==> config.mk <==
export PLATFORM = sky130hd
export DESIGN_NAME = daily_return_aggregator
export DESIGN_NICKNAME = d
export VERILOG_FILES = /design/src/hdl/dra_pkg.sv /design/src/hdl/dra_alu.sv /design/src/hdl/daily_return_aggregator.sv
export SDC_FILE = /design/constraint.sdc
export NUM_CORES = 1
export LEC_CHECK = 0
export ABC_AREA = 1
export BUFFER_PORTS_ARGS = -buffer_cell sky130_fd_sc_hd__buf_4
export CAP_MARGIN = 5
export CORE_UTILIZATION = 35
export CTS_CLUSTER_DIAMETER = 60
export DETAILED_ROUTE_END_ITERATION = 10
export HOLD_SLACK_MARGIN = 0.06
export SLEW_MARGIN = 20
export SYNTH_ARGS = -nofsm -noshare
export SYNTH_HDL_FRONTEND = slang
export SYNTH_SLANG_ARGS = --single-unit
==> constraint.sdc <==
create_clock -name clk -period 41.4 [get_ports clk]
set_input_delay 6.21 -clock clk [delete_from_list [all_inputs] [get_ports clk]]
set_output_delay 6.21 -clock clk [all_outputs]
set_load 0.01 [all_outputs]
==> src/hdl/dra_pkg.sv <==
// ----------------------------------------------------------------------------
// dra_pkg
// Shared widths, opcodes, ALU request type and saturation helpers for the
// daily return aggregator.
// ----------------------------------------------------------------------------
package dra_pkg;

	localparam int DAY_W  = 27;
	localparam int RET_W  = 32;
	localparam int SUM_W  = 52;
	localparam int CUM_W  = 56;
	localparam int MEAN_W = 32;
	localparam int ALU_W  = 57;
	localparam int OP_W   = 2;
	localparam int IN_W   = 96;
	localparam int DIV_CNT_W = $clog2(SUM_W);
	localparam logic [DIV_CNT_W-1:0] DIV_LAST = DIV_CNT_W'(SUM_W - 1);

	localparam logic [OP_W-1:0] OP_TRADE = 2'd0;
	localparam logic [OP_W-1:0] OP_FLUSH = 2'd1;
	localparam logic [OP_W-1:0] OP_START = 2'd2;

	// request to the shared adder/subtractor: y = a + b, or a - b when sub
	typedef struct packed {
		logic [ALU_W-1:0] a;
		logic [ALU_W-1:0] b;
		logic             sub;
	} alu_req_t;

	function automatic logic [SUM_W-1:0] sat_sum(input logic [ALU_W-1:0] r);
		logic [ALU_W-SUM_W:0] hi;
		hi = r[ALU_W-1:SUM_W-1];
		if (&hi || ~|hi) begin
			return r[SUM_W-1:0];
		end else if (r[ALU_W-1]) begin
			return {1'b1, {(SUM_W-1){1'b0}}};
		end else begin
			return {1'b0, {(SUM_W-1){1'b1}}};
		end
	endfunction

	function automatic logic [CUM_W-1:0] sat_cum(input logic [ALU_W-1:0] r);
		logic [ALU_W-CUM_W:0] hi;
		hi = r[ALU_W-1:CUM_W-1];
		if (&hi || ~|hi) begin
			return r[CUM_W-1:0];
		end else if (r[ALU_W-1]) begin
			return {1'b1, {(CUM_W-1){1'b0}}};
		end else begin
			return {1'b0, {(CUM_W-1){1'b1}}};
		end
	endfunction

endpackage

==> src/hdl/dra_alu.sv <==
// ----------------------------------------------------------------------------
// dra_alu
// Shared 57-bit adder/subtractor used for all sums, absolute values and the
// restoring division steps.
// ----------------------------------------------------------------------------
module dra_alu (
	input  dra_pkg::alu_req_t          req,
	output logic [dra_pkg::ALU_W-1:0]  y
);
	import dra_pkg::*;

	assign y = req.a + (req.sub ? ~req.b : req.b) + ALU_W'(req.sub);

endmodule

==> src/hdl/daily_return_aggregator.sv <==
// ----------------------------------------------------------------------------
// daily_return_aggregator
// Groups trade returns by day, emits one summary row per closed day with
// counts, saturating sums, truncated means and the running net return.
// ----------------------------------------------------------------------------
//
// Channel   Dir  Bus      Contents (low bit first)
// s_axis    in   tdata    day_code[26:0], gross_return[58:27], net_return[90:59], pad
//                tuser    opcode[1:0] (0 trade, 1 flush, 2 start)
// m_axis    out  tdata    row_day, trade_count, gross_total, net_total,
//                         gross_mean, net_mean, running_net, pad
//
// Sequence: a trade that closes no day is accepted, then makes three passes
// through the shared adder. A row adds, for each of the two means, one
// absolute-value pass and 52 restoring division steps on the shared adder, then
// the load of the output register. A flush with a row skips the adder passes.
// Reset: arst_n clears all accumulators and the sequencer; no row pending.
// Stalls: a finished row sits in the output register while the next
// transaction is taken; only a second row waits for m_tready.
// ----------------------------------------------------------------------------
module daily_return_aggregator #(
	parameter int COUNT_BITS = 20
) (
	input  logic clk,
	input  logic arst_n,
	input  logic                          s_tvalid,
	output logic                          s_tready,
	// day_code[26:0], gross_return[58:27], net_return[90:59], zero pad
	input  logic [dra_pkg::IN_W-1:0]      s_tdata,
	// opcode[1:0]
	input  logic [dra_pkg::OP_W-1:0]      s_tuser,
	output logic                          m_tvalid,
	input  logic                          m_tready,
	// row_day, trade_count, gross_total, net_total, gross_mean, net_mean,
	// running_net, zero pad
	output logic [((251 + COUNT_BITS + 7) / 8) * 8 - 1:0] m_tdata
);
	import dra_pkg::*;

	localparam int OUT_W = ((251 + COUNT_BITS + 7) / 8) * 8;

	typedef enum logic [6:0] {
		ST_IDLE  = 7'b0000001,
		ST_ADD_G = 7'b0000010,
		ST_ADD_N = 7'b0000100,
		ST_ADD_C = 7'b0001000,
		ST_ABS   = 7'b0010000,
		ST_DIV   = 7'b0100000,
		ST_EMIT  = 7'b1000000
	} state_t;

	state_t state_q;

	// day state
	logic [DAY_W-1:0]      open_day_q;
	logic [COUNT_BITS-1:0] day_count_q;
	logic [SUM_W-1:0]      gross_acc_q, net_acc_q;
	logic [CUM_W-1:0]      cum_acc_q;

	// latched trade returns
	logic [RET_W-1:0] gin_q, nin_q;
	logic             row_pend_q;

	// snapshot of the closing day
	logic [DAY_W-1:0]      row_day_q;
	logic [COUNT_BITS-1:0] row_cnt_q;
	logic [SUM_W-1:0]      row_gross_q, row_net_q;
	logic [CUM_W-1:0]      row_cum_q;

	// divider
	logic                  div_net_q;
	logic [SUM_W-1:0]      dq_q;      // dividend shifts out, quotient shifts in
	logic [COUNT_BITS-1:0] rem_q;
	logic [DIV_CNT_W-1:0]  div_cnt_q;
	logic [MEAN_W-1:0]     mean_g_q, mean_n_q;

	logic [OUT_W-1:0] out_q;
	logic             out_vld_q;
	logic             emit_go;

	// input decode
	logic [DAY_W-1:0] in_day;
	logic [RET_W-1:0] in_g, in_n;
	logic             acc_in, is_trade, close_now, has_row;

	assign in_day = s_tdata[DAY_W-1:0];
	assign in_g   = s_tdata[DAY_W+RET_W-1:DAY_W];
	assign in_n   = s_tdata[DAY_W+2*RET_W-1:DAY_W+RET_W];

	assign s_tready = (state_q == ST_IDLE);
	assign acc_in   = s_tvalid && s_tready;
	assign has_row  = (open_day_q != '0) && (day_count_q != '0);
	assign is_trade = (s_tuser == OP_TRADE) && (in_day != '0);
	assign close_now = is_trade && has_row && (in_day != open_day_q);

	// row moves into the output register once that register is free
	assign emit_go = (state_q == ST_EMIT) && (!out_vld_q || m_tready);

	// shared unit
	alu_req_t         alu_req;
	logic [ALU_W-1:0] alu_y;
	logic [SUM_W-1:0] div_src;
	logic [COUNT_BITS:0] trial;
	logic             fits;

	assign div_src = div_net_q ? row_net_q : row_gross_q;
	assign trial   = {rem_q, dq_q[SUM_W-1]};
	assign fits    = !alu_y[ALU_W-1];

	always_comb begin
		alu_req = '0;
		unique case (state_q)
			ST_ADD_G: begin
				alu_req.a = {{(ALU_W-SUM_W){gross_acc_q[SUM_W-1]}}, gross_acc_q};
				alu_req.b = {{(ALU_W-RET_W){gin_q[RET_W-1]}}, gin_q};
			end
			ST_ADD_N: begin
				alu_req.a = {{(ALU_W-SUM_W){net_acc_q[SUM_W-1]}}, net_acc_q};
				alu_req.b = {{(ALU_W-RET_W){nin_q[RET_W-1]}}, nin_q};
			end
			ST_ADD_C: begin
				alu_req.a = {{(ALU_W-CUM_W){cum_acc_q[CUM_W-1]}}, cum_acc_q};
				alu_req.b = {{(ALU_W-RET_W){nin_q[RET_W-1]}}, nin_q};
			end
			ST_ABS: begin
				// 0 - x for negative sums, 0 + x otherwise
				alu_req.b   = {{(ALU_W-SUM_W){div_src[SUM_W-1]}}, div_src};
				alu_req.sub = div_src[SUM_W-1];
			end
			ST_DIV: begin
				alu_req.a   = {{(ALU_W-COUNT_BITS-1){1'b0}}, trial};
				alu_req.b   = {{(ALU_W-COUNT_BITS){1'b0}}, row_cnt_q};
				alu_req.sub = 1'b1;
			end
			default: begin
				alu_req = '0;
			end
		endcase
	end

	dra_alu u_alu (
		.req (alu_req),
		.y   (alu_y)
	);

	// clamp quotient magnitude to the 32-bit signed range and apply sign
	logic [SUM_W-1:0]  q_final;
	logic [MEAN_W-1:0] mean_val;
	logic              q_big_pos, q_big_neg;

	assign q_final   = {dq_q[SUM_W-2:0], fits};
	assign q_big_pos = (|q_final[SUM_W-1:MEAN_W-1]);
	assign q_big_neg = (|q_final[SUM_W-1:MEAN_W]) ||
		(q_final[MEAN_W-1] && (|q_final[MEAN_W-2:0]));

	always_comb begin
		if (div_src[SUM_W-1]) begin
			mean_val = q_big_neg ? {1'b1, {(MEAN_W-1){1'b0}}} :
				(~q_final[MEAN_W-1:0] + MEAN_W'(1));
		end else begin
			mean_val = q_big_pos ? {1'b0, {(MEAN_W-1){1'b1}}} : q_final[MEAN_W-1:0];
		end
	end

	// sequencer and state
	always_ff @(posedge clk or negedge arst_n) begin
		if (!arst_n) begin
			state_q     <= ST_IDLE;
			open_day_q  <= '0;
			day_count_q <= '0;
			gross_acc_q <= '0;
			net_acc_q   <= '0;
			cum_acc_q   <= '0;
			row_pend_q  <= 1'b0;
			div_net_q   <= 1'b0;
			div_cnt_q   <= '0;
		end else begin
			unique case (state_q)
				ST_IDLE: begin
					if (acc_in) begin
						div_net_q <= 1'b0;
						priority if (s_tuser == OP_START) begin
							open_day_q  <= '0;
							day_count_q <= '0;
							gross_acc_q <= '0;
							net_acc_q   <= '0;
							cum_acc_q   <= '0;
						end else if (s_tuser == OP_FLUSH) begin
							if (has_row) begin
								day_count_q <= '0;
								gross_acc_q <= '0;
								net_acc_q   <= '0;
								state_q     <= ST_ABS;
							end
						end else if (is_trade) begin
							open_day_q <= in_day;
							row_pend_q <= close_now;
							if (close_now) begin
								day_count_q <= COUNT_BITS'(1);
								gross_acc_q <= '0;
								net_acc_q   <= '0;
							end else if (!(&day_count_q)) begin
								day_count_q <= day_count_q + COUNT_BITS'(1);
							end
							state_q <= ST_ADD_G;
						end else begin
							state_q <= ST_IDLE;
						end
					end
				end
				ST_ADD_G: begin
					gross_acc_q <= sat_sum(alu_y);
					state_q     <= ST_ADD_N;
				end
				ST_ADD_N: begin
					net_acc_q <= sat_sum(alu_y);
					state_q   <= ST_ADD_C;
				end
				ST_ADD_C: begin
					cum_acc_q <= sat_cum(alu_y);
					state_q   <= row_pend_q ? ST_ABS : ST_IDLE;
				end
				ST_ABS: begin
					div_cnt_q <= '0;
					state_q   <= ST_DIV;
				end
				ST_DIV: begin
					div_cnt_q <= div_cnt_q + DIV_CNT_W'(1);
					if (div_cnt_q == DIV_LAST) begin
						if (div_net_q) begin
							state_q <= ST_EMIT;
						end else begin
							div_net_q <= 1'b1;
							state_q   <= ST_ABS;
						end
					end
				end
				ST_EMIT: begin
					if (emit_go) begin
						state_q <= ST_IDLE;
					end
				end
				default: begin
					state_q <= ST_IDLE;
				end
			endcase
		end
	end

	// output valid: set on a new row, cleared when the row is taken
	always_ff @(posedge clk or negedge arst_n) begin
		if (!arst_n) begin
			out_vld_q <= 1'b0;
		end else if (emit_go) begin
			out_vld_q <= 1'b1;
		end else if (m_tready) begin
			out_vld_q <= 1'b0;
		end
	end

	// datapath registers
	always_ff @(posedge clk) begin
		if (state_q == ST_IDLE && acc_in) begin
			gin_q <= in_g;
			nin_q <= in_n;
			// snapshot is taken before this transaction touches the sums
			row_day_q   <= open_day_q;
			row_cnt_q   <= day_count_q;
			row_gross_q <= gross_acc_q;
			row_net_q   <= net_acc_q;
			row_cum_q   <= cum_acc_q;
		end
		if (state_q == ST_ABS) begin
			dq_q  <= alu_y[SUM_W-1:0];
			rem_q <= '0;
		end
		if (state_q == ST_DIV) begin
			rem_q <= fits ? alu_y[COUNT_BITS-1:0] : trial[COUNT_BITS-1:0];
			dq_q  <= q_final;
			if (div_cnt_q == DIV_LAST) begin
				if (div_net_q) begin
					mean_n_q <= mean_val;
				end else begin
					mean_g_q <= mean_val;
				end
			end
		end
		if (emit_go) begin
			out_q <= OUT_W'({row_cum_q, mean_n_q, mean_g_q, row_net_q, row_gross_q,
				row_cnt_q, row_day_q});
		end
	end

	assign m_tvalid = out_vld_q;
	assign m_tdata  = out_q;

`ifndef SYNTHESIS
	a_count_needs_day: assert property (@(posedge clk) disable iff (!arst_n)
		(open_day_q == '0) |-> (day_count_q == '0))
		else $error("trades counted with no open day");

	a_divisor_nonzero: assert property (@(posedge clk) disable iff (!arst_n)
		(state_q == ST_DIV) |-> (row_cnt_q != '0))
		else $error("division by zero count");

	a_start_clears: assert property (@(posedge clk) disable iff (!arst_n)
		(acc_in && s_tuser == OP_START) |=>
		(open_day_q == '0 && cum_acc_q == '0 && state_q == ST_IDLE))
		else $error("start did not clear state");

	a_emit_loads: assert property (@(posedge clk) disable iff (!arst_n)
		(state_q == ST_EMIT && (!out_vld_q || m_tready)) |=>
		(out_vld_q && state_q == ST_IDLE))
		else $error("row not loaded into output register");
`endif

endmodule
Yosys cells after proc, flatten, opt, wreduce, memory -nomap -nowiden
Cells that the tools add are included.
- register bits after elaboration: 901
- output and inout port bits: 274
- input port bits: 102
- word-level logic and storage cells: 155
- reductions and logical operators: 47
- mux-type cells: 53
- bitwise operators: 5
- eq/ne operators: 23
- add/subtract/negate cells: 5
- operator list (kind ; number):
    2-to-1 mux 52 bit ; 11
    one-hot mux 57 bit (4 select lines) ; 2
    2-to-1 mux 56 bit ; 4
    one-hot mux 52 bit (2 select lines) ; 2
    2-to-1 mux 20 bit ; 9
    one-hot mux 56 bit (2 select lines) ; 1
    2-to-1 mux 32 bit ; 3
    2-to-1 mux 27 bit ; 3
    adder 57 x 1 -> 57 bit ; 1
    adder 57 bit ; 1
    2-to-1 mux 57 bit ; 1
    inverter 57 bit ; 1
    nonzero test 27 bit ; 2
    2-to-1 mux 7 bit ; 7
    one-hot mux 7 bit (7 select lines) ; 1
    adder 32 x 1 -> 32 bit, second input constant ; 1
    inverter 32 bit ; 1
    OR reduction 31 bit ; 1
    inequality test 27 bit ; 1
    AND reduction 5 bit ; 5
    OR reduction 21 bit ; 1
    adder 20 x 1 -> 20 bit, second input constant ; 1
    AND reduction 20 bit ; 1
    nonzero test 20 bit ; 1
    other kinds (35) ; 71

Depth between registers and ports, before layout
- depth in word-level cells: 13
- gate-level depth with buffers: 37
- depth with buffers taken out: 34

Modules after synthesis
A second synthesis with hierarchy kept.
- cells, all modules: 4089
- area total of the unflattened synthesis: 41090.7 um2
- by module, submodules not included (module ; cells an instance ; area each (um2) ; seq. area each (um2) ; instances):
    daily_return_aggregator ; 2933 ; 35426.5 ; 25941.1 ; 1
    dra_alu ; 1156 ; 5664.2 ; 0.0 ; 1

Least setup slack after synthesis
OpenSTA, ideal clock, no wires.
- path type: input to register
- from: in s_tvalid
- to: reg day_count_q[1]
- arrival time: 19.943 ns
- path buffers: 1
- path slack: 21.324 ns
- cell stages on the path: 8
- required time: 41.267 ns
- cells stage by stage: inv_1 nor2_1 inv_1 a31oi_2 nand2_1 clkbuf_1 nand2_1 o21ai_0
- cells in the longest elaborated chain, start to end: 2
- ends and longest elaborated chain (what ; line ; source):
    from (decl) ; daily_return_aggregator.sv:26 ; input logic s_tvalid,
    logical AND 1 bit ; daily_return_aggregator.sv:91 ; assign acc_in = s_tvalid && s_tready;
    AND reduction 5 bit (no source line) ; - ;
    to (signal assigned) ; daily_return_aggregator.sv:203 ; day_count_q <= day_count_q + COUNT_BITS'(1);
    to (decl) ; daily_return_aggregator.sv:56 ; logic [COUNT_BITS-1:0] day_count_q;
No other way between the ends.
A chain may end at the register's enable or synchronous reset.

Final worst setup path
- from: in s_tdata[23] (netlist bit)
- to: reg day_count_q[0]
- cells in the longest elaborated chain, start to end: 8
- ends and longest elaborated chain (what ; line ; source):
    from (decl) ; daily_return_aggregator.sv:29 ; input logic [dra_pkg::IN_W-1:0] s_tdata,
    nonzero test 27 bit ; daily_return_aggregator.sv:93 ; assign is_trade = (s_tuser == OP_TRADE) && (in_day != '0);
    logical AND 1 bit ; daily_return_aggregator.sv:93 ;
    logical AND 1 bit (2 in a row) ; daily_return_aggregator.sv:94 ; assign close_now = is_trade && has_row && (in_day != open_day_q);
    2-to-1 mux 20 bit ; daily_return_aggregator.sv:198 ; if (close_now) begin
    2-to-1 mux 20 bit ; daily_return_aggregator.sv:195 ; end else if (is_trade) begin
    2-to-1 mux 20 bit ; daily_return_aggregator.sv:188 ; end else if (s_tuser == OP_FLUSH) begin
    2-to-1 mux 20 bit ; daily_return_aggregator.sv:182 ; priority if (s_tuser == OP_START) begin
Parallel ways exist; a longest one is shown, timed or not. The select of a mux whose other input is x is not followed.

==> results.sh <==
export IMPL_status="finished clean"
export IMPL_skew_ns=0.0562
export IMPL_firstDrtPassIters=6
export IMPL_cts_root_buf="clkbuf_16"
export IMPL_dp_slack_ns=31.58
export IMPL_finalInstanceArea_mm2=0.0473
export IMPL_dp_cells=5346
export IMPL_grt_pass1_wl_um=177000
export IMPL_synth_edff_count=678
export IMPL_ys_seq_area_share_pct=65.5
export IMPL_ys_seq_elements=901
export IMPL_cts_sinks=901
export IMPL_required_ns=41.99
export IMPL_grt_overflow=0
export IMPL_synth_area_leaders="edfxtp_1, dfrtp_1, nand2_1, o21ai_0, inv_1"
export IMPL_place_gp_congestion=0.939
export IMPL_clk_latency_ns=0.71
export IMPL_clockBufferDepth=3
export IMPL_tightest_slew_ns=1.19
export IMPL_grt_total_usage_pct=20.5
export IMPL_numCtsBuffers=97
export IMPL_power_per_cell_area_mw_per_mm2=65.1
export IMPL_seqCellArea_mm2=0.0259
export IMPL_io_pin_count=376
export IMPL_synth_top_area_share_pct=51.4
export IMPL_cts_setup_buffers=0
export IMPL_worst_slack_ns=32.38
export IMPL_fin_hold_ws_ns=0.413
export IMPL_grt_pass1_vias=27200
export IMPL_syn_inst=3591
export IMPL_syn_area_mm2=0.0396
export IMPL_cts_hold_buf=0
export IMPL_synth_flop_cell="edfxtp_1"
export IMPL_synth_distinct_cells=62
export IMPL_grt_max_degree=154
export IMPL_fin_util_pct=42.1
export IMPL_slew_headroom_pct=20.9
export IMPL_startpoint_type="input port"
export IMPL_arrival_ns=9.61
export IMPL_async_reset_ff_share_pct=24.8
export IMPL_via_per_inst=5.09
export IMPL_fillers=10800
export IMPL_fp_row_count=123
export IMPL_crit_chain="buf_4 -> inv_1 -> nand4_1 -> nor3_1 -> nand4_1 -> nand2_1 -> inv_1 -> nand3_1 -> nand4_1 -> o21ai_0 -> nand2_1 -> nand2_1 -> nand2_1 -> o21ai_0"
export IMPL_totalWireLength_um=120000
export IMPL_drt_initial_drc_count=2495
export IMPL_vias=28100
export IMPL_area_growth_pct=19.3
export IMPL_multiInputGateArea_mm2=0.0119
export IMPL_clk_pin_slew_ns=0.06
export IMPL_placed_area_mm2=0.0439
export IMPL_fmax_mhz=111
export IMPL_max_stage_delay_ns=0.79
export IMPL_post_cts_resized=0
export IMPL_ant_nets=0
export IMPL_antenna_found_initial=1
export IMPL_drive_gt1_share_pct=15.8
export IMPL_critPathCaptureType="flop"
export IMPL_period_minus_slack_ns=9.02
export IMPL_port_buffers=369
export IMPL_nets=4112
export IMPL_setup_violations=0
export IMPL_dieWidth_um=338
export IMPL_drc_errors=0
export IMPL_drv_cap=0
export IMPL_routedWlPerCell_um=21.7
export IMPL_synth_nets=3758
export IMPL_cp_slowest_cell="nand2_1"
export IMPL_worstSetupPathType="in2reg"
export IMPL_rsz0062_at_grt="no"
export IMPL_power_mw=3.08
export IMPL_drv_slew=0
export IMPL_die_y_um=338
export IMPL_hp_class="reg2reg"
export IMPL_leakage_nw=19.2
export IMPL_die_area_mm2=0.115
export IMPL_synth_warning_count=0
export IMPL_hold_viol_final=0
export IMPL_finalSetupTns_ns=0
export IMPL_synth_avg_cell_area_um2=11.0
export IMPL_core_area_mm2=0.112
export IMPL_synth_top_area_cell="edfxtp_1"
export IMPL_min_period_over_period_pct=21.8
export IMPL_peakVddDrop_mv=0.0440
export IMPL_start_util_pct=35.3
export IMPL_crit_path_max_fanout=32
export IMPL_cts_tree="built"
export IMPL_cpMostUsedCell="nand2_1"
export IMPL_fin_cells=5530
export IMPL_detailed_place_hpwl_um=84500
export IMPL_htree_levels=3
[cell families (layout without fill, tap and decap cells)]
logic type                 after synthesis  count (layout)  share of synthesized area (%)
and+or+nand+nor                       1370            1370                           14.9
DFF                                    901             901                           65.5
AOI/OAI and AO/OA                      638             638                           9.45
buffers and inverters                  461             899                           4.67
xor gates and xnor gates               155             155                           3.43
adders and majority gates               65              65                           2.07
other                                    1               2                        0.00946
[area by class of cell]
| class | instances | area share, % |
|---|---|---|
| multi-input combinational | 2229 | 25.2 |
| tap | 1500 | 3.97 |
| timing repair buffer | 397 | 6.35 |
| clock buffer | 112 | 5.32 |
| antenna | 1 | 0.00529 |
| sequential | 901 | 54.9 |
| clock inverter | 71 | 1.73 |
| inverter | 319 | 2.54 |
[cell usage in the layout, fill, tap and decap left out, types with 23 or more instances in the layout]
cell type / synthesis / final
dfrtp_1: 222 / 221
nor3_1: 25 / 24
o21ai_0: 283 / 283
nand4_1: 53 / 53
o211ai_1: 26 / 26
nor4_1: 32 / 32
xnor2_1: 34 / 34
nand2_1: 802 / 802
a221oi_1: 27 / 27
xor2_1: 121 / 121
ha_1: 64 / 64
o21ai_1: 24 / 24
o31ai_1: 23 / 23
o22ai_1: 33 / 33
a21oi_1: 131 / 130
inv_1: 305 / 304
nor2_1: 220 / 217
buf_4: 2 / 394
nand3_1: 164 / 163
edfxtp_1: 678 / 678
clkbuf_16: 0 / 98
[where the power goes]
part	switching [mW]	total (mW)	internal [mW]	leakage (nW)
registers	0.139	1.38	1.25	9.33
logic	0.600	0.801	0.201	8.25
clock network	0.378	0.891	0.513	1.62
[registers in the layout, summed over array words and instances (netlist names), 6 cells and up]
signal	flops
m_tdata	271
cum_acc_q	56
row_cum_q	56
dq_q	52
gross_acc_q	52
net_acc_q	52
row_gross_q	52
row_net_q	52
gin_q	32
mean_g_q	32
mean_n_q	32
nin_q	32
open_day_q	27
row_day_q	27
day_count_q	20
rem_q	20
row_cnt_q	20
state_q	7
div_cnt_q	6
[cells in the mapped netlist (8+ instances only)]
library cell / count
a21oi_1: 131
nand3_2: 15
xnor2_1: 34
o21ai_1: 24
o31ai_1: 23
clkbuf_1: 96
nand4_1: 53
nor4_1: 32
or2_2: 10
o21ai_0: 283
o21bai_1: 8
a22oi_1: 9
buf_6: 9
buf_2: 14
inv_1: 305
a221oi_1: 27
xor2_1: 121
edfxtp_1: 678
nand2_1: 802
nand2_2: 17
inv_2: 10
nor2_1: 220
o2111ai_1: 10
o211ai_1: 26
ha_1: 64
o21a_1: 8
nand3_1: 164
nor3_1: 25
o22ai_1: 33
a221o_1: 12
buf_1: 19
dfrtp_1: 222
nor3b_1: 9
a21o_1: 14
[worst max-delay path, delay by kind of cell]
kind	cells	cell delay (ns)
and+or+nand+nor	9	2.84
buffers and inverters	3	0.31
AOI/OAI and AO/OA	2	0.25
[routing by layer]
metal | up-vias | share of wire (%) | GRT usage [%] | routed length (um)
li1 | 13200 | - | - | -
met1 | 13700 | 46 | 29.6 | 54700
met2 | 1055 | 45 | 31.5 | 54100
met3 | 151 | 6.9 | 3.58 | 8210
met4 | 0 | 2.4 | 6.08 | 2860
met5 | - | 0 | 0 | 0
[final timing paths]
kind | start | endpoint | slack [ns] | cells after the start
min | mean_n_q[13] | m_tdata[196] | 0.41 | 0
max reg2reg | state_q[0] | cum_acc_q[51] | 32.89 | 26
min in group asynchronous | arst_n | open_day_q[7] | 5.57 | 1
min reg2reg | mean_n_q[13] | m_tdata[196] | 0.41 | 0
max in group asynchronous | arst_n | cum_acc_q[31] | 34.15 | 2
max | s_tdata[23] | day_count_q[0] | 32.38 | 14
Note: power is estimated with default switching activity, not from simulation.
